## config.mk

```make
export PLATFORM = sky130hd
export DESIGN_NAME = json_string_escape_encoder_unit
export DESIGN_NICKNAME = d
export VERILOG_FILES = /design/src/jsee_pkg.sv /design/src/jsee_queue.sv /design/src/jsee_front.sv /design/src/jsee_back.sv /design/src/json_string_escape_encoder_unit.sv
export SDC_FILE = /design/constraint.sdc
export NUM_CORES = 1
export LEC_CHECK = 0
export BUFFER_PORTS_ARGS = -buffer_cell sky130_fd_sc_hd__buf_2
export CORE_UTILIZATION = 45
export DETAILED_ROUTE_END_ITERATION = 7
export GPL_ROUTABILITY_DRIVEN = 0
export PLACE_DENSITY = 0.6
export REMOVE_ABC_BUFFERS = 1
export SLEW_MARGIN = 20
export SYNTH_ARGS = -nofsm -noshare
export SYNTH_HDL_FRONTEND = slang
export SYNTH_SLANG_ARGS = --single-unit
```

## constraint.sdc

```tcl
create_clock -name clk -period 5.3 [get_ports clk]
set_clock_uncertainty 0.1 [all_clocks]
set_input_delay 0.53 -clock clk [delete_from_list [all_inputs] [get_ports clk]]
set_output_delay 0.53 -clock clk [all_outputs]
set_load 0.03 [all_outputs]
```

## src/jsee_pkg.sv

```systemverilog
// Package for the JSON string escape encoder: job record, job kinds,
// character constants and small helper functions.
// No dependencies.
package jsee_pkg;

  localparam int unsigned QueueDepthDefault = 4;
  localparam int unsigned SeqBytesMax       = 4;

  localparam logic [16:0] BufferSizeReset = 17'd256;

  localparam logic [7:0] CharBackslash = 8'h5C;
  localparam logic [7:0] CharQuote     = 8'h22;
  localparam logic [7:0] CharLowerB    = 8'h62;
  localparam logic [7:0] CharLowerT    = 8'h74;
  localparam logic [7:0] CharLowerN    = 8'h6E;
  localparam logic [7:0] CharLowerF    = 8'h66;
  localparam logic [7:0] CharLowerR    = 8'h72;
  localparam logic [7:0] CharLowerU    = 8'h75;
  localparam logic [7:0] CharZero      = 8'h30;
  localparam logic [7:0] CharUpperA    = 8'h41;

  localparam logic [7:0] CtrlBackspace = 8'h08;
  localparam logic [7:0] CtrlTab       = 8'h09;
  localparam logic [7:0] CtrlNewline   = 8'h0A;
  localparam logic [7:0] CtrlFormfeed  = 8'h0C;
  localparam logic [7:0] CtrlReturn    = 8'h0D;
  localparam logic [7:0] CtrlMax       = 8'h1F;
  localparam logic [7:0] AsciiMax      = 8'h7F;

  localparam logic [7:0] Lead2Mask = 8'hE0;
  localparam logic [7:0] Lead2Code = 8'hC0;
  localparam logic [7:0] Lead3Mask = 8'hF0;
  localparam logic [7:0] Lead3Code = 8'hE0;
  localparam logic [7:0] Lead4Mask = 8'hF8;
  localparam logic [7:0] Lead4Code = 8'hF0;

  typedef enum logic [2:0] {
    JobPass,
    JobEsc,
    JobUni,
    JobSeq,
    JobOvf,
    JobTerm
  } job_kind_t;

  typedef struct packed {
    job_kind_t                 kind;
    logic [2:0]                count;   // output bytes, 1 to 6
    logic [SeqBytesMax-1:0][7:0] data;
    logic [15:0]               length;
  } job_t;

  // Uppercase hex digit of a nibble
  function automatic logic [7:0] hex_digit(input logic [3:0] nib);
    logic [7:0] r;
    if (nib < 4'd10) r = CharZero + {4'd0, nib};
    else             r = CharUpperA + {4'd0, nib} - 8'd10;
    return r;
  endfunction

  // Usable bytes of a buffer, terminator slot excluded, clamped to 16 bits
  function automatic logic [15:0] capacity(input logic [16:0] size);
    logic [15:0] r;
    if (size == 17'd0)  r = 16'd0;
    else if (size[16])  r = 16'hFFFF;
    else                r = size[15:0] - 16'd1;
    return r;
  endfunction

endpackage

```

## src/jsee_queue.sv

```systemverilog
// Short job queue between the front and back parts of the escape encoder.
// Depends on jsee_pkg for job_t.
module jsee_queue
  import jsee_pkg::*;
#(
  parameter int unsigned DEPTH = QueueDepthDefault
) (
  input  logic clk,
  input  logic rst,
  input  logic push,
  input  job_t push_job,
  output logic full,
  input  logic pop,
  output logic head_valid,
  output job_t head_job
);

  localparam int unsigned PtrW = (DEPTH > 1) ? $clog2(DEPTH) : 1;
  localparam int unsigned CntW = $clog2(DEPTH + 1);

  job_t            slots [DEPTH];
  logic [PtrW-1:0] wr_ptr;
  logic [PtrW-1:0] rd_ptr;
  logic [CntW-1:0] fill;

  assign full       = (fill == CntW'(DEPTH));
  assign head_valid = (fill != '0);
  assign head_job   = slots[rd_ptr];

  function automatic logic [PtrW-1:0] bump(input logic [PtrW-1:0] p);
    logic [PtrW-1:0] r;
    if (p == PtrW'(DEPTH - 1)) r = '0;
    else                       r = p + PtrW'(1);
    return r;
  endfunction

  always_ff @(posedge clk) begin
    if (push) begin
      slots[wr_ptr] <= push_job;
    end
  end

  always_ff @(posedge clk) begin
    if (rst) begin
      wr_ptr <= '0;
      rd_ptr <= '0;
      fill   <= '0;
    end else begin
      if (push) wr_ptr <= bump(wr_ptr);
      if (pop)  rd_ptr <= bump(rd_ptr);
      unique case ({push, pop})
        2'b10:   fill <= fill + CntW'(1);
        2'b01:   fill <= fill - CntW'(1);
        default: fill <= fill;
      endcase
    end
  end

endmodule

```

## src/jsee_front.sv

```systemverilog
// Front part of the escape encoder: accepts raw bytes, tracks buffer space,
// UTF-8 sequences and abort state, and turns each byte into at most one job.
// Depends on jsee_pkg.
module jsee_front
  import jsee_pkg::*;
(
  input  logic        clk,
  input  logic        rst,
  input  logic        cfg_wr_en,
  input  logic [16:0] cfg_wr_data,
  input  logic        accept,
  input  logic [7:0]  in_byte,
  output logic        push,
  output job_t        push_job
);

  logic [15:0]     cap;
  logic [15:0]     space_left;
  logic [2:0][7:0] held_bytes;
  logic [1:0]      bytes_needed;
  logic [1:0]      bytes_held;
  logic            aborted;

  logic [15:0] space_left_next;
  logic [1:0]  bytes_needed_next;
  logic [1:0]  bytes_held_next;
  logic        aborted_next;
  logic        hold_wr;
  logic [7:0]  esc;
  logic [2:0]  need;
  logic [15:0] cap_cfg;

  assign cap_cfg = capacity(cfg_wr_data);

  always_comb begin
    unique case (in_byte)
      CtrlBackspace: esc = CharLowerB;
      CtrlTab:       esc = CharLowerT;
      CtrlNewline:   esc = CharLowerN;
      CtrlFormfeed:  esc = CharLowerF;
      CtrlReturn:    esc = CharLowerR;
      CharQuote:     esc = CharQuote;
      CharBackslash: esc = CharBackslash;
      default:       esc = 8'd0;
    endcase
  end

  always_comb begin
    push              = 1'b0;
    push_job          = '0;
    push_job.data[0]  = in_byte;
    space_left_next   = space_left;
    bytes_needed_next = bytes_needed;
    bytes_held_next   = bytes_held;
    aborted_next      = aborted;
    hold_wr           = 1'b0;
    need              = 3'd0;

    if (accept) begin
      if (in_byte == 8'd0) begin
        // terminator: report length unless aborted, then restart the string
        push              = !aborted;
        push_job.kind     = JobTerm;
        push_job.count    = 3'd1;
        push_job.data[0]  = 8'd0;
        push_job.length   = cap - space_left;
        space_left_next   = cap;
        bytes_needed_next = 2'd0;
        bytes_held_next   = 2'd0;
        aborted_next      = 1'b0;
      end else if (aborted) begin
        // drop until terminator
      end else if (bytes_needed != 2'd0) begin
        if (bytes_needed == 2'd1) begin
          push                      = 1'b1;
          push_job.kind             = JobSeq;
          push_job.count            = {1'b0, bytes_held} + 3'd1;
          push_job.data[2:0]        = held_bytes;
          push_job.data[3]          = 8'd0;
          push_job.data[bytes_held] = in_byte;
          space_left_next   = space_left - {13'd0, push_job.count};
          bytes_needed_next = 2'd0;
          bytes_held_next   = 2'd0;
        end else begin
          hold_wr           = 1'b1;
          bytes_held_next   = bytes_held + 2'd1;
          bytes_needed_next = bytes_needed - 2'd1;
        end
      end else begin
        if (esc != 8'd0) begin
          need             = 3'd2;
          push_job.kind    = JobEsc;
          push_job.data[0] = esc;
        end else if (in_byte <= CtrlMax) begin
          need          = 3'd6;
          push_job.kind = JobUni;
        end else if (in_byte <= AsciiMax) begin
          need          = 3'd1;
          push_job.kind = JobPass;
        end else if ((in_byte & Lead2Mask) == Lead2Code) begin
          need          = 3'd2;
          push_job.kind = JobSeq;
        end else if ((in_byte & Lead3Mask) == Lead3Code) begin
          need          = 3'd3;
          push_job.kind = JobSeq;
        end else if ((in_byte & Lead4Mask) == Lead4Code) begin
          need          = 3'd4;
          push_job.kind = JobSeq;
        end

        if (need != 3'd0) begin
          if (space_left < {13'd0, need}) begin
            push             = 1'b1;
            push_job.kind    = JobOvf;
            push_job.count   = 3'd1;
            push_job.data[0] = 8'd0;
            aborted_next     = 1'b1;
          end else if (push_job.kind == JobSeq) begin
            // lead byte: hold it, space is taken when the sequence completes
            hold_wr           = 1'b1;
            bytes_held_next   = 2'd1;
            bytes_needed_next = 2'(need - 3'd1);
          end else begin
            push            = 1'b1;
            push_job.count  = need;
            space_left_next = space_left - {13'd0, need};
          end
        end
      end
    end
  end

  always_ff @(posedge clk) begin
    if (hold_wr) begin
      held_bytes[bytes_held] <= in_byte;
    end
  end

  always_ff @(posedge clk) begin
    if (rst) begin
      cap          <= capacity(BufferSizeReset);
      space_left   <= capacity(BufferSizeReset);
      bytes_needed <= 2'd0;
      bytes_held   <= 2'd0;
      aborted      <= 1'b0;
    end else if (cfg_wr_en) begin
      cap          <= cap_cfg;
      space_left   <= cap_cfg;
      bytes_needed <= 2'd0;
      bytes_held   <= 2'd0;
      aborted      <= 1'b0;
    end else begin
      space_left   <= space_left_next;
      bytes_needed <= bytes_needed_next;
      bytes_held   <= bytes_held_next;
      aborted      <= aborted_next;
    end
  end

endmodule

```

## src/jsee_back.sv

```systemverilog
// Back part of the escape encoder: expands the job at the queue head into
// output bytes, one per unstalled cycle, into a registered output stage.
// Depends on jsee_pkg.
module jsee_back
  import jsee_pkg::*;
(
  input  logic        clk,
  input  logic        rst,
  input  logic        head_valid,
  input  job_t        head_job,
  output logic        pop,
  output logic        out_valid,
  input  logic        out_stall,
  output logic [7:0]  out_byte,
  output logic        last_of_run,
  output logic        done_res,
  output logic        overflow,
  output logic [15:0] out_length
);

  logic [2:0] idx;
  logic       advance;
  logic       at_last;
  logic [7:0] byte_sel;

  assign advance = head_valid && (!out_valid || !out_stall);
  assign at_last = (idx == head_job.count - 3'd1);
  assign pop     = advance && at_last;

  always_comb begin
    byte_sel = 8'd0;
    unique case (head_job.kind)
      JobPass: byte_sel = head_job.data[0];
      JobEsc:  byte_sel = (idx == 3'd0) ? CharBackslash : head_job.data[0];
      JobUni: begin
        unique case (idx)
          3'd0:    byte_sel = CharBackslash;
          3'd1:    byte_sel = CharLowerU;
          3'd2:    byte_sel = CharZero;
          3'd3:    byte_sel = CharZero;
          3'd4:    byte_sel = hex_digit(head_job.data[0][7:4]);
          default: byte_sel = hex_digit(head_job.data[0][3:0]);
        endcase
      end
      JobSeq:  byte_sel = head_job.data[idx[1:0]];
      JobOvf:  byte_sel = 8'd0;
      JobTerm: byte_sel = 8'd0;
      default: byte_sel = 8'd0;
    endcase
  end

  always_ff @(posedge clk) begin
    if (advance) begin
      out_byte    <= byte_sel;
      last_of_run <= at_last;
      done_res    <= (head_job.kind == JobTerm);
      overflow    <= (head_job.kind == JobOvf);
      out_length  <= (head_job.kind == JobTerm) ? head_job.length : 16'd0;
    end
  end

  always_ff @(posedge clk) begin
    if (rst) begin
      out_valid <= 1'b0;
      idx       <= 3'd0;
    end else begin
      if (advance)           out_valid <= 1'b1;
      else if (!out_stall)   out_valid <= 1'b0;
      if (pop)               idx <= 3'd0;
      else if (advance)      idx <= idx + 3'd1;
    end
  end

endmodule

```

## src/json_string_escape_encoder_unit.sv

```systemverilog
// JSON string escape encoder, top level.
// Instantiates jsee_front, jsee_queue and jsee_back; depends on jsee_pkg.
//
// Usage
//   Input channel in_valid / in_stall / in_byte carries one raw string byte
//   per request; a zero byte ends the string. Output channel out_valid /
//   out_stall carries one escaped byte per request with last_of_run,
//   done_res, overflow and out_length (length valid with done_res only).
//   cfg_wr_en / cfg_wr_data set buffer_size; write only while the block is
//   idle. A write also restarts the current string.
//   out_valid rises after the request is accepted: the front classifies and
//   queues it, then the back part registers the byte. Throughput: one input
//   byte per cycle when it yields at most one output byte and out_stall is
//   low; otherwise the back part emits one output byte per unstalled cycle
//   (up to six for a \u00XX escape), set by the single expansion counter.
//   Reset (synchronous, rst high) empties the queue, clears the output stage,
//   sets buffer_size to 256 and restarts the string state.
//   A stalled output holds its byte; the back part waits, the queue fills and
//   in_stall rises once the queue is full. Bytes that give no result
//   (dropped or held) are still taken by the front without queuing a job.
module json_string_escape_encoder_unit
  import jsee_pkg::*;
#(
  parameter int unsigned QUEUE_DEPTH = QueueDepthDefault
) (
  input  logic        clk,
  input  logic        rst,
  input  logic        cfg_wr_en,
  input  logic [16:0] cfg_wr_data,
  input  logic        in_valid,
  output logic        in_stall,
  input  logic [7:0]  in_byte,
  output logic        out_valid,
  input  logic        out_stall,
  output logic [7:0]  out_byte,
  output logic        last_of_run,
  output logic        done_res,
  output logic        overflow,
  output logic [15:0] out_length
);

  logic accept;
  logic q_full;
  logic push;
  job_t push_job;
  logic pop;
  logic head_valid;
  job_t head_job;

  // stall the source while the queue has no room for a job
  assign in_stall = q_full;
  assign accept   = in_valid && !q_full;

  jsee_front u_front (
    .clk         (clk),
    .rst         (rst),
    .cfg_wr_en   (cfg_wr_en),
    .cfg_wr_data (cfg_wr_data),
    .accept      (accept),
    .in_byte     (in_byte),
    .push        (push),
    .push_job    (push_job)
  );

  jsee_queue #(
    .DEPTH (QUEUE_DEPTH)
  ) u_queue (
    .clk        (clk),
    .rst        (rst),
    .push       (push),
    .push_job   (push_job),
    .full       (q_full),
    .pop        (pop),
    .head_valid (head_valid),
    .head_job   (head_job)
  );

  jsee_back u_back (
    .clk         (clk),
    .rst         (rst),
    .head_valid  (head_valid),
    .head_job    (head_job),
    .pop         (pop),
    .out_valid   (out_valid),
    .out_stall   (out_stall),
    .out_byte    (out_byte),
    .last_of_run (last_of_run),
    .done_res    (done_res),
    .overflow    (overflow),
    .out_length  (out_length)
  );

endmodule
```

==> results of run 1 <==
==> final timing paths <==
path | start | to | slack, ns | cells after the start
max | in_byte[0] | u_queue.slots[2][10] | 0.94 | 15
min | out_stall | u_back.out_valid | 0.19 | 3
max reg2reg | u_front.bytes_needed[0] | u_queue.fill[2] | 1.11 | 12
min reg2reg | u_front.cap[6] | u_front.cap[6] | 0.38 | 2
==> logic make-up (layout without fill, tap and decap cells) <==
family / Yosys count / count (layout) / share of synthesized area [%]
XOR/XNOR: 34 / 34 / 1.92
AO/OA/AOI/OAI: 242 / 242 / 10.7
AND/OR/NAND/NOR: 332 / 332 / 10.9
buffers and inverters: 118 / 200 / 3.11
adder cells (fa/ha/maj): 45 / 45 / 3.77
flip-flops: 317 / 317 / 58.1
multiplexers: 97 / 97 / 11.5
==> registers in the layout, summed over array words and instances, names as in the netlist, 2 cells and up, named ones only <==
name	cells
u_queue.fill	3
u_front.held_bytes	24
u_queue.rd_ptr	2
u_queue.wr_ptr	2
u_front.space_left	16
u_queue.slots	216
u_back.idx	3
u_front.bytes_needed	2
u_back.out_byte	8
u_front.bytes_held	2
u_back.out_length	16
u_front.cap	16
==> final cells by class <==
type                            instances  area (µm²)  share of cell area (%)
Multi-Input combinational cell        750        6030                    34.5
Tap cell                              448         561                    3.20
Sequential cell                       317        9020                    51.6
Inverter                               56         210                    1.20
Clock buffer                           42         902                    5.16
Timing Repair Buffer                   80         518                    2.96
Clock inverter                         22         250                    1.43
==> power by group through the flow <==
stage	combinational, µW	sequential (µW)	clock, µW
after floorplan	656	3130	0
after global placement	1100	3030	0
after detailed placement	1110	3030	0
after CTS	1120	2980	2480
after global routing	1210	2990	2560
final	1110	2980	2440
==> routing by layer <==
metal	track usage, %	up-vias
met5	0	-
met4	5.78	0
met3	2.81	61
met2	32.5	362
met1	31.6	4991
li1	-	4712
==> layout by cell type, fill, tap and decap left out, types with 6 or more instances in the layout <==
| master | n |
|---|---|
| nor2b_1 | 15 |
| nor3_1 | 36 |
| a211oi_1 | 15 |
| nand3_1 | 26 |
| buf_2 | 58 |
| ha_1 | 42 |
| dfxtp_1 | 48 |
| a21oi_1 | 57 |
| and3_1 | 41 |
| clkbuf_16 | 35 |
| nand2_1 | 70 |
| xor2_1 | 12 |
| or3_1 | 10 |
| edfxtp_1 | 267 |
| o21a_1 | 11 |
| and2_1 | 8 |
| o221ai_1 | 6 |
| nand2b_1 | 8 |
| mux2_2 | 26 |
| clkinv_1 | 9 |
| nor4_1 | 9 |
| xnor2_1 | 22 |
| inv_1 | 53 |
| a31oi_1 | 11 |
| buf_4 | 17 |
| nor2_1 | 78 |
| o31ai_1 | 10 |
| mux2i_1 | 9 |
| clkbuf_1 | 7 |
| o21ai_0 | 51 |
| mux4_2 | 62 |
| a311oi_1 | 6 |
==> through the flow <==
stage	area [µm²]	instances	setup WS, ns
after floorplan	15200	1123	0.109
after global placement	16300	1651	0.598
after detailed placement	16300	1651	0.497
after CTS	17500	1715	1.03
after global routing	17500	1715	0.605
final	17500	1715	0.939
==> worst max-delay path, stage by stage <==
cell and delay (ns):
buf_2 0.27, nand4b_1 0.24, o31ai_1 0.12, a31oi_1 0.33
nor2b_1 0.32, ha_1 0.20, inv_1 0.08, ha_1 0.21
nand2_1 0.11, nand2_1 0.11, nor4_1 0.36, o31ai_1 0.12
a31oi_1 0.55, and2_2 0.56, buf_12 0.30
==> metrics.log, run 1 <==
INFO  metric run_status = finished, final reports clean
INFO  metric postSynthRegisterBits = between 300 and 400
INFO  metric max-cap-violations = 0
INFO  metric highest_layer = met4
INFO  metric grt_first_pass_wirelength = 57,600 µm
INFO  metric diodes = 0
INFO  metric initial_utilization = roughly 46%
INFO  metric clk_transition_reported_paths = ~0.060 ns
INFO  metric number_of_synthesized_flops_with_an_enable_pin = 267
INFO  metric worst-setup-path-type = input pin to register
INFO  metric floorplan.die.width = around 190 µm
INFO  metric asyncSetResetFlopFracSynth = 0%
INFO  metric switching_power = 1760 µW
INFO  metric dominantRegCellSynth = edfxtp_1
INFO  metric io_buffers = slightly below 60
INFO  metric fillers = 2,915
INFO  metric grt-ovfl-total = 0
INFO  metric post_syn_instances = 1,185
INFO  metric cp_data_arrival_time = 4.46 ns
INFO  metric detail_route.first_pass.iterations = 5
INFO  metric cts_made_buffers = 35
INFO  metric drive_above_1_share = 19.7%
INFO  metric nets = 1,315
INFO  metric final-hold-violation-count = 0
INFO  metric cts_resized = 0
INFO  metric floorplan.die_area = 0.0352 mm²
INFO  metric achievable-frequency = roughly 230 MHz
INFO  metric yosysMostFrequentCell = edfxtp_1
INFO  metric clkSinkCount = 317
INFO  metric dr_total_vias = 10,100
INFO  metric largest_net_degree_at_the_start_of_global_routing = 55
INFO  metric detail_route.wirelength.met1 = about 18,000 µm
INFO  metric via_per_inst = between 5 and 6
INFO  metric postCtsSetupBuffers = 0
INFO  metric min_period_over_period = 82.3%
INFO  metric flow.area_growth_from_synthesis = 12.8%
INFO  metric layout_min_cycle_time = roughly 4.4 ns
INFO  metric power_frac_comb = 17.1%
INFO  metric design_power_total = between 6000 and 7000 µW
INFO  metric wl_per_cell = ~22 µm
INFO  metric rsz_0062_raised_after_global_routing = no
INFO  metric grt_usage = approximately a fifth
INFO  metric die_height = 188 µm
INFO  metric required = 5.40 ns
INFO  metric cellPowerDensity = 373 mW/mm²
INFO  metric synthDominantCellAreaShare = roughly 52%
INFO  metric synth.distinct_cells = 84
INFO  metric internal-power = between 4000 and 5000 µW
INFO  metric final-max-slew-violation-count = 0
INFO  metric yosys-top-cells-area = edfxtp_1, mux4_2, dfxtp_1
INFO  metric wl_met3 = 2290 µm
INFO  metric drt_iter0_markers = 1,035
INFO  metric synth.avg_cell_area = about 13 µm²
INFO  metric number_of_global_route_vias_before_repair = 9,881
INFO  metric slew_at_the_pin_closest_to_its_max_slew_limit = 0.895 ns
INFO  metric netlist.top_cell.by_area = edfxtp_1
INFO  metric synth_top_cells_by_count = edfxtp_1, nor2_1, nand2_1
INFO  metric cts_hold_repair.buffers = 0
INFO  metric clock_power_share = 37.4%
INFO  metric maxSlewHeadroom = 40.1%
INFO  metric power.share.switching = 27.0%
INFO  metric seqPwrFrac = 45.6%
INFO  metric hold_path.class = input pin to register
INFO  metric route.detailed.drc = 0
INFO  metric cts_max_level = 2
INFO  metric fin_util = between 50% and 60%
INFO  metric totalNegativeSetupSlack = 0 ns
INFO  metric p_leak = 0.00591 µW
INFO  metric clock_tree.buffer_depth = 3
INFO  metric ir_drop = 0.000203 V
INFO  metric cts-root-buf = clkbuf_16
INFO  metric critical_path.endpoint_type = register
INFO  metric seq_area_frac_synth = between 50% and 60%
INFO  metric antenna_left = 0
INFO  metric insertion_delay = 0.52 ns
INFO  metric yosys_warnings = 0
INFO  metric critPathLaunchType = input pin
INFO  metric critical_path_peak_fanout = 36
INFO  metric cts_tree = built
INFO  metric routed_wirelength = 37,200 µm
INFO  metric standard_cell_row_count = 67
INFO  metric wl_met2 = 16,500 µm
INFO  metric core = ~0.034 mm²
INFO  metric post-dp-hpwl = 25,200 µm
INFO  metric antenna_found_initial = 0
INFO  metric fin_worst_hold_slack = 0.191 ns
INFO  metric report.final.setup_viol = 0
INFO  metric io-pin-count = between 50 and 60
INFO  metric netlist_area_before_placement = 0.0155 mm²
Power figures use the tool's default switching activity.
==> run 2, diff against run 1 <==
Settings changed: PLACE_DENSITY 0.6 to 0.62.
Clock period 5.3 ns to 3.7 ns, I/O delays scaled along.
==> run 2 against run 1 <==
Against the previous run:
- critical path depth is 5 higher
- first-iteration DRC count is 0.19% lower
- critical endpoint is now u_queue.fill[2]
- register-to-register slack worse by 0.77 ns
- sequential power is 41% higher
==> metrics.log, run 2 (synthesized netlist as in run 1, its figures left out) <==
INFO  metric placement.setup.worst_slack = -0.353 ns (was 0.497 ns)
INFO  metric nets = 1,394 (was 1,315)
INFO  metric design_power_total = 9680 µW (was 6530 µW)
INFO  metric hold_path.class = input pin to register (unchanged)
INFO  metric clock_power_share = 38.1% (was 37.4%)
INFO  metric io-pin-count = 59 (unchanged)
INFO  metric floorplan.die_area = 0.0352 mm² (unchanged)
INFO  metric worst-setup-path-type = input pin to register (unchanged)
INFO  metric switching_power = 2590 µW (was 1760 µW)
INFO  metric multi_input_area = 0.00605 mm² (was 0.00603 mm²)
INFO  metric cts_max_level = 2 (unchanged)
INFO  metric cellPowerDensity = 531 mW/mm² (was 373 mW/mm²)
INFO  metric max_flop_register = u_queue.slots (unchanged)
INFO  metric wl_per_cell = 21.7 µm (about the same)
INFO  metric drt_iter0_markers = 1,033 (was 1,035)
INFO  metric slew_at_the_pin_closest_to_its_max_slew_limit = 1.07 ns (was 0.895 ns)
INFO  metric via_per_inst = 5.88 (was 5.90)
INFO  metric maxSlewHeadroom = 28.2% (was 40.1%)
INFO  metric report.final.setup_viol = 0 (unchanged)
INFO  metric die_height = 188 µm (unchanged)
INFO  metric cp_data_arrival_time = 3.80 ns (was 4.46 ns)
INFO  metric critical_path_peak_fanout = 6 (was 36)
INFO  metric post_detailed_placement_cell_area = 0.0170 mm² (was 0.0163 mm²)
INFO  metric layout_top_registers = u_queue.slots: 216 flops, u_front.held_bytes: 24 flops (unchanged)
INFO  metric dr_total_vias = 10,600 (was 10,100)
INFO  metric min_period_over_period = 93.7%
INFO  metric drive_above_1_share = 24.7% (was 19.7%)
INFO  metric number_of_global_route_vias_before_repair = 10,500 (was 9,881)
INFO  metric route.detailed.drc = 0 (unchanged)
INFO  metric final-hold-violation-count = 0 (unchanged)
INFO  metric final-seq-area = 0.00902 mm² (unchanged)
INFO  metric antenna_left = 0 (unchanged)
INFO  metric clk_transition_reported_paths = 0.06 ns (about the same)
INFO  metric final-max-slew-violation-count = 0 (unchanged)
INFO  metric antenna_found_initial = 1 (was 0)
INFO  metric p_leak = 0.00635 µW (was 0.00591 µW)
INFO  metric fillers = 2,824 (was 2,915)
INFO  metric seqPwrFrac = 43.5% (was 45.6%)
INFO  metric grt-ovfl-total = 0 (unchanged)
INFO  metric layout_commonest_cell = edfxtp_1 (unchanged)
INFO  metric power_frac_comb = 18.3% (was 17.1%)
INFO  metric critical_path.endpoint_type = register (unchanged)
INFO  metric layout_setup_ws = 0.235 ns (was 0.939 ns)
INFO  metric ir_drop = 0.000287 V (was 0.000203 V)
INFO  metric insertion_delay = 0.52 ns (about the same)
INFO  metric largest_net_degree_at_the_start_of_global_routing = 45 (was 55)
INFO  metric required = 4.04 ns (was 5.40 ns)
INFO  metric placed_cells_incl_taps = 1,729 (was 1,651)
INFO  metric max-cap-violations = 0 (unchanged)
INFO  metric internal-power = 7100 µW (was 4770 µW)
INFO  metric achievable-frequency = 289 MHz
INFO  metric floorplan.die.width = 188 µm (unchanged)
INFO  metric number_of_flip_flops_under_the_largest_register_name = 216 (unchanged)
INFO  metric finish.instance_area = 0.0182 mm² (was 0.0175 mm²)
INFO  metric layout.cells.most_common_list = edfxtp_1, buf_4, nor2_1 (was edfxtp_1, nor2_1, nand2_1)
INFO  metric power.share.switching = 26.7% (was 27.0%)
INFO  metric cts_tree = built (unchanged)
INFO  metric detail_route.first_pass.iterations = 5 (unchanged)
INFO  metric diodes = 0 (unchanged)
INFO  metric standard_cell_row_count = 67 (unchanged)
INFO  metric grt_usage = 22.5% (was 21.2%)
INFO  metric rsz_0062_raised_after_global_routing = no (unchanged)
INFO  metric layout_min_cycle_time = between 3 and 4 ns
INFO  metric cts-root-buf = clkbuf_16 (unchanged)
INFO  metric io_buffers = 58 (unchanged)
INFO  metric cts_made_buffers = 35 (unchanged)
INFO  metric routed_wirelength = 38,900 µm (was 37,200 µm)
INFO  metric critPathLaunchType = input pin (unchanged)
INFO  metric initial_utilization = 46.0% (unchanged)
INFO  metric grt_first_pass_wirelength = 61,000 µm (was 57,600 µm)
INFO  metric core = 0.0337 mm² (unchanged)
INFO  metric clkSinkCount = 317 (unchanged)
INFO  metric final-instance-count-excl-fill = 1,794 (was 1,715)
INFO  metric clock_tree.buffer_depth = 3 (unchanged)
INFO  metric run_status = finished, final reports clean (unchanged)
INFO  metric post-dp-hpwl = 27,500 µm (was 25,200 µm)
INFO  metric flow.area_growth_from_synthesis = 17.5% (was 12.8%)
run 2: worst paths after layout:
check	from	end	slack, ns	cells past startpoint
setup / recovery	in_byte[6]	u_queue.fill[2]	0.23	20
hold / removal	out_stall	u_back.out_valid	0.05	3
setup reg to reg	register	u_queue.fill[2]	0.34	12
hold reg to reg	u_front.cap[6]	u_front.cap[6]	0.37	2
run 2: what timing repair did:
item	CTS	global route
buffers inserted	0	1
hold buffers	0	0
gates resized for setup	0	4
setup endpoints to repair	0	2
run 2: cell type report:
class / count / share of cell area [%]
multi-input combinational: 750 / 33.2
tap: 448 / 3.08
clock buffer: 43 / 5.09
clock inverter: 21 / 1.65
timing repair buffer: 159 / 6.30
sequential: 317 / 49.5
inverter: 56 / 1.15
run 2: critical path, cell delays in order:
cell	delay [ns]
buf_2	0.17
or3_1	0.43
o31ai_2	0.10
a31oi_2	0.18
nor2b_1	0.19
ha_1	0.20
inv_1	0.08
ha_1	0.17
nand2_1	0.10
nand2_2	0.11
nor4_2	0.06
o31ai_1	0.19
a31oi_1	0.15
inv_1	0.10
ha_1	0.17
inv_1	0.06
fa_1	0.37
xor2_1	0.16
or3_1	0.30
a21oi_1	0.15
run 2: metrics by stage:
step           utilization [%]  hold slack [ns]  TNS (ns)
2_1_floorplan                -            0.339   -175.81
3_3_place_gp              50.3            0.364    -12.91
3_5_place_dp              50.3            0.371     -9.66
4_1_cts                   54.0           0.0322         0
5_1_grt                   54.1           0.0693         0
6_report                  54.1           0.0479         0
run 2: routing by layer:
metal / vias to the layer above / track usage, % / wire length (µm)
li1: 4858 / - / -
met1: 5225 / 31.9 / 17500
met2: 384 / 35.0 / 18000
met3: 81 / 3.31 / 2120
met4: 2 / 8.91 / 1290
met5: - / 0 / 12
run 2: power by group through the flow:
stage / Clock [µW] / Sequential (µW) / Combinational, µW
global route: 3890 / 4230 / 1930
finish: 3690 / 4210 / 1770
detailed placement: 0 / 4290 / 1760
floorplan: 0 / 4480 / 940
CTS: 3760 / 4220 / 1770
global placement: 0 / 4280 / 1750
==> run 3, diff against run 2 <==
Settings changed: CELL_PAD_IN_SITES_DETAIL_PLACEMENT from default to 0, CELL_PAD_IN_SITES_GLOBAL_PLACEMENT from default to 2, CORE_UTILIZATION 45 to 40, PLACE_DENSITY 0.62 to 0.75.
==> run 3 against run 2 <==
Against the previous run:
- sequential cell count is the same
- count of clock-buffer cells in the layout grew 2
- via count shrank 3.0%
- first-iteration DRC count shrank 27%
- die area grew 12%
- register-to-register slack lost 0.08 ns
- sequential power is essentially flat
==> metrics.log, run 3 (synthesized netlist as in run 1, its figures left out) <==
INFO  metric grt_usage = 20.3% (was 22.5%)
INFO  metric min_period_over_period = 94.8% (was 93.7%)
INFO  metric io-pin-count = 59 (unchanged)
INFO  metric layout_min_cycle_time = 3.51 ns (was 3.47 ns)
INFO  metric run_status = finished, final reports clean (unchanged)
INFO  metric final-hold-violation-count = 0 (unchanged)
INFO  metric worst-setup-path-type = input pin to register (unchanged)
INFO  metric clock_tree.buffer_depth = 3 (unchanged)
INFO  metric initial_utilization = 40.9% (was 46.0%)
INFO  metric slew_at_the_pin_closest_to_its_max_slew_limit = 0.887 ns (was 1.07 ns)
INFO  metric floorplan.die.width = 199 µm (was 188 µm)
INFO  metric post-dp-hpwl = 28,400 µm (was 27,500 µm)
INFO  metric clkSinkCount = 317 (unchanged)
INFO  metric ir_drop = 0.000274 V (was 0.000287 V)
INFO  metric wl_per_cell = 21.0 µm (was 21.7 µm)
INFO  metric layout_top_registers = u_queue.slots: 216 flops, u_front.held_bytes: 24 flops (unchanged)
INFO  metric max_flop_register = u_queue.slots (unchanged)
INFO  metric report.final.setup_viol = 0 (unchanged)
INFO  metric standard_cell_row_count = 71 (was 67)
INFO  metric via_per_inst = 5.49 (was 5.88)
INFO  metric insertion_delay = 0.53 ns (was 0.52 ns)
INFO  metric detail_route.first_pass.iterations = 7 (was 5)
INFO  metric maxSlewHeadroom = 40.6% (was 28.2%)
INFO  metric layout.cells.most_common_list = edfxtp_1, buf_4, nor2_1 (unchanged)
INFO  metric dr_total_vias = 10,200 (was 10,600)
INFO  metric final-max-slew-violation-count = 0 (unchanged)
INFO  metric fillers = 3,407 (was 2,824)
INFO  metric cts-root-buf = clkbuf_16 (unchanged)
INFO  metric hold_path.class = input pin to register (unchanged)
INFO  metric final-seq-area = 0.00902 mm² (unchanged)
INFO  metric critPathLaunchType = input pin (unchanged)
INFO  metric achievable-frequency = 285 MHz (was 289 MHz)
INFO  metric p_leak = 0.00631 µW (was 0.00635 µW)
INFO  metric layout_commonest_cell = edfxtp_1 (unchanged)
INFO  metric number_of_flip_flops_under_the_largest_register_name = 216 (unchanged)
INFO  metric fin_util = 48.0% (was 54.1%)
INFO  metric placement.setup.worst_slack = -0.343 ns (was -0.353 ns)
INFO  metric drive_above_1_share = 24.7% (about the same)
INFO  metric critical_path_peak_fanout = 5 (was 6)
INFO  metric grt_first_pass_wirelength = 60,600 µm (was 61,000 µm)
INFO  metric diodes = 0 (unchanged)
INFO  metric cellPowerDensity = 503 mW/mm² (was 531 mW/mm²)
INFO  metric largest_net_degree_at_the_start_of_global_routing = 52 (was 45)
INFO  metric cts_tree = built (unchanged)
INFO  metric max-cap-violations = 0 (unchanged)
INFO  metric required = 4.05 ns (was 4.04 ns)
INFO  metric layout_setup_ws = 0.192 ns (was 0.235 ns)
INFO  metric clk_transition_reported_paths = 0.06 ns (about the same)
INFO  metric nets = 1,404 (was 1,394)
INFO  metric antenna_left = 0 (unchanged)
INFO  metric cp_data_arrival_time = 3.86 ns (was 3.80 ns)
INFO  metric postCtsSetupBuffers = 0 (unchanged)
INFO  metric die_height = 199 µm (was 188 µm)
INFO  metric routed_wirelength = 39,200 µm (was 38,900 µm)
INFO  metric number_of_global_route_vias_before_repair = 10,300 (was 10,500)
INFO  metric rsz_0062_raised_after_global_routing = no (unchanged)
INFO  metric antenna_found_initial = 3 (was 1)
INFO  metric critical_path.endpoint_type = register (unchanged)
INFO  metric drt_iter0_markers = 755 (was 1,033)
INFO  metric flow.area_growth_from_synthesis = 17.3% (was 17.5%)
INFO  metric grt-ovfl-total = 0 (unchanged)
INFO  metric core = 0.0379 mm² (was 0.0337 mm²)
INFO  metric floorplan.die_area = 0.0396 mm² (was 0.0352 mm²)
INFO  metric multi_input_area = 0.00606 mm² (was 0.00605 mm²)
INFO  metric io_buffers = 58 (unchanged)
INFO  metric cts_made_buffers = 34 (was 35)
INFO  metric route.detailed.drc = 0 (unchanged)
INFO  metric cts_max_level = 2 (unchanged)
## run 3: final cells by class
cell class | instances | area share (%)
well taps | 511 | 3.51
clock inverters | 15 | 0.770
multi-input cells | 750 | 33.3
clock buffers | 45 | 4.90
flip-flops and latches | 317 | 49.6
inverters | 56 | 1.16
repair buffers | 170 | 6.77
## run 3: path summary, 6_finish.rpt
check                                startpoint          endpoint  depth (start not counted)  slack, ns
worst min register to register  u_front.cap[13]   u_front.cap[13]                          2       0.39
worst min-delay path                  out_stall  u_back.out_valid                          3       0.04
worst max-delay path                 in_byte[0]   u_queue.fill[2]                         20       0.19
worst max register to register         register   u_queue.fill[2]                         12       0.26
## run 3: where the power goes
part,internal (µW),total [µW],switching (µW)
clock,1850,3190,1350
sequential,4110,4220,106
combinational,696,1740,1040
total,6660,9150,2490
## run 3: what timing repair did
action,in CTS,in global routing
setup endpoints to repair,0,1
gates resized for setup,0,4
hold buffers,0,0
hold endpoints to repair,0,0
## run 3: critical path, stage by stage
cell      delay, ns
buf_2          0.13
nand4b_1       0.25
buf_4          0.20
a2111o_1       0.39
o211a_1        0.15
xnor2_1        0.18
ha_1           0.20
nand2_1        0.08
nand2_1        0.09
nor4_1         0.06
buf_4          0.15
o31ai_2        0.20
a31oi_1        0.14
inv_1          0.09
ha_1           0.16
inv_1          0.05
fa_1           0.37
xor2_1         0.15
or3_1          0.31
a21oi_1        0.13
## run 3: routing by layer
metal	vias up	GRT usage [%]	share of wire, %
li1	4874	-	-
met1	5046	29.1	48
met2	263	32.4	46
met3	49	3.02	5.0
met4	6	4.84	1.6
met5	-	0	0.079
## run 3: per-stage QoR
| step | instances | total power, µW | TNS (ns) | hold slack [ns] | instance area (µm²) |
|---|---|---|---|---|---|
| 2_1_floorplan | 1123 | 5420 | -175.81 | 0.339 | 15200 |
| 3_3_place_gp | 1804 | 6030 | -0.722 | 0.381 | 17100 |
| 3_5_place_dp | 1804 | 6040 | -10.76 | 0.382 | 17100 |
| 4_1_cts | 1864 | 9260 | 0 | 0.0168 | 18200 |
| 5_1_grt | 1864 | 9540 | 0 | 0.0413 | 18200 |
| 6_report | 1864 | 9150 | 0 | 0.0382 | 18200 |
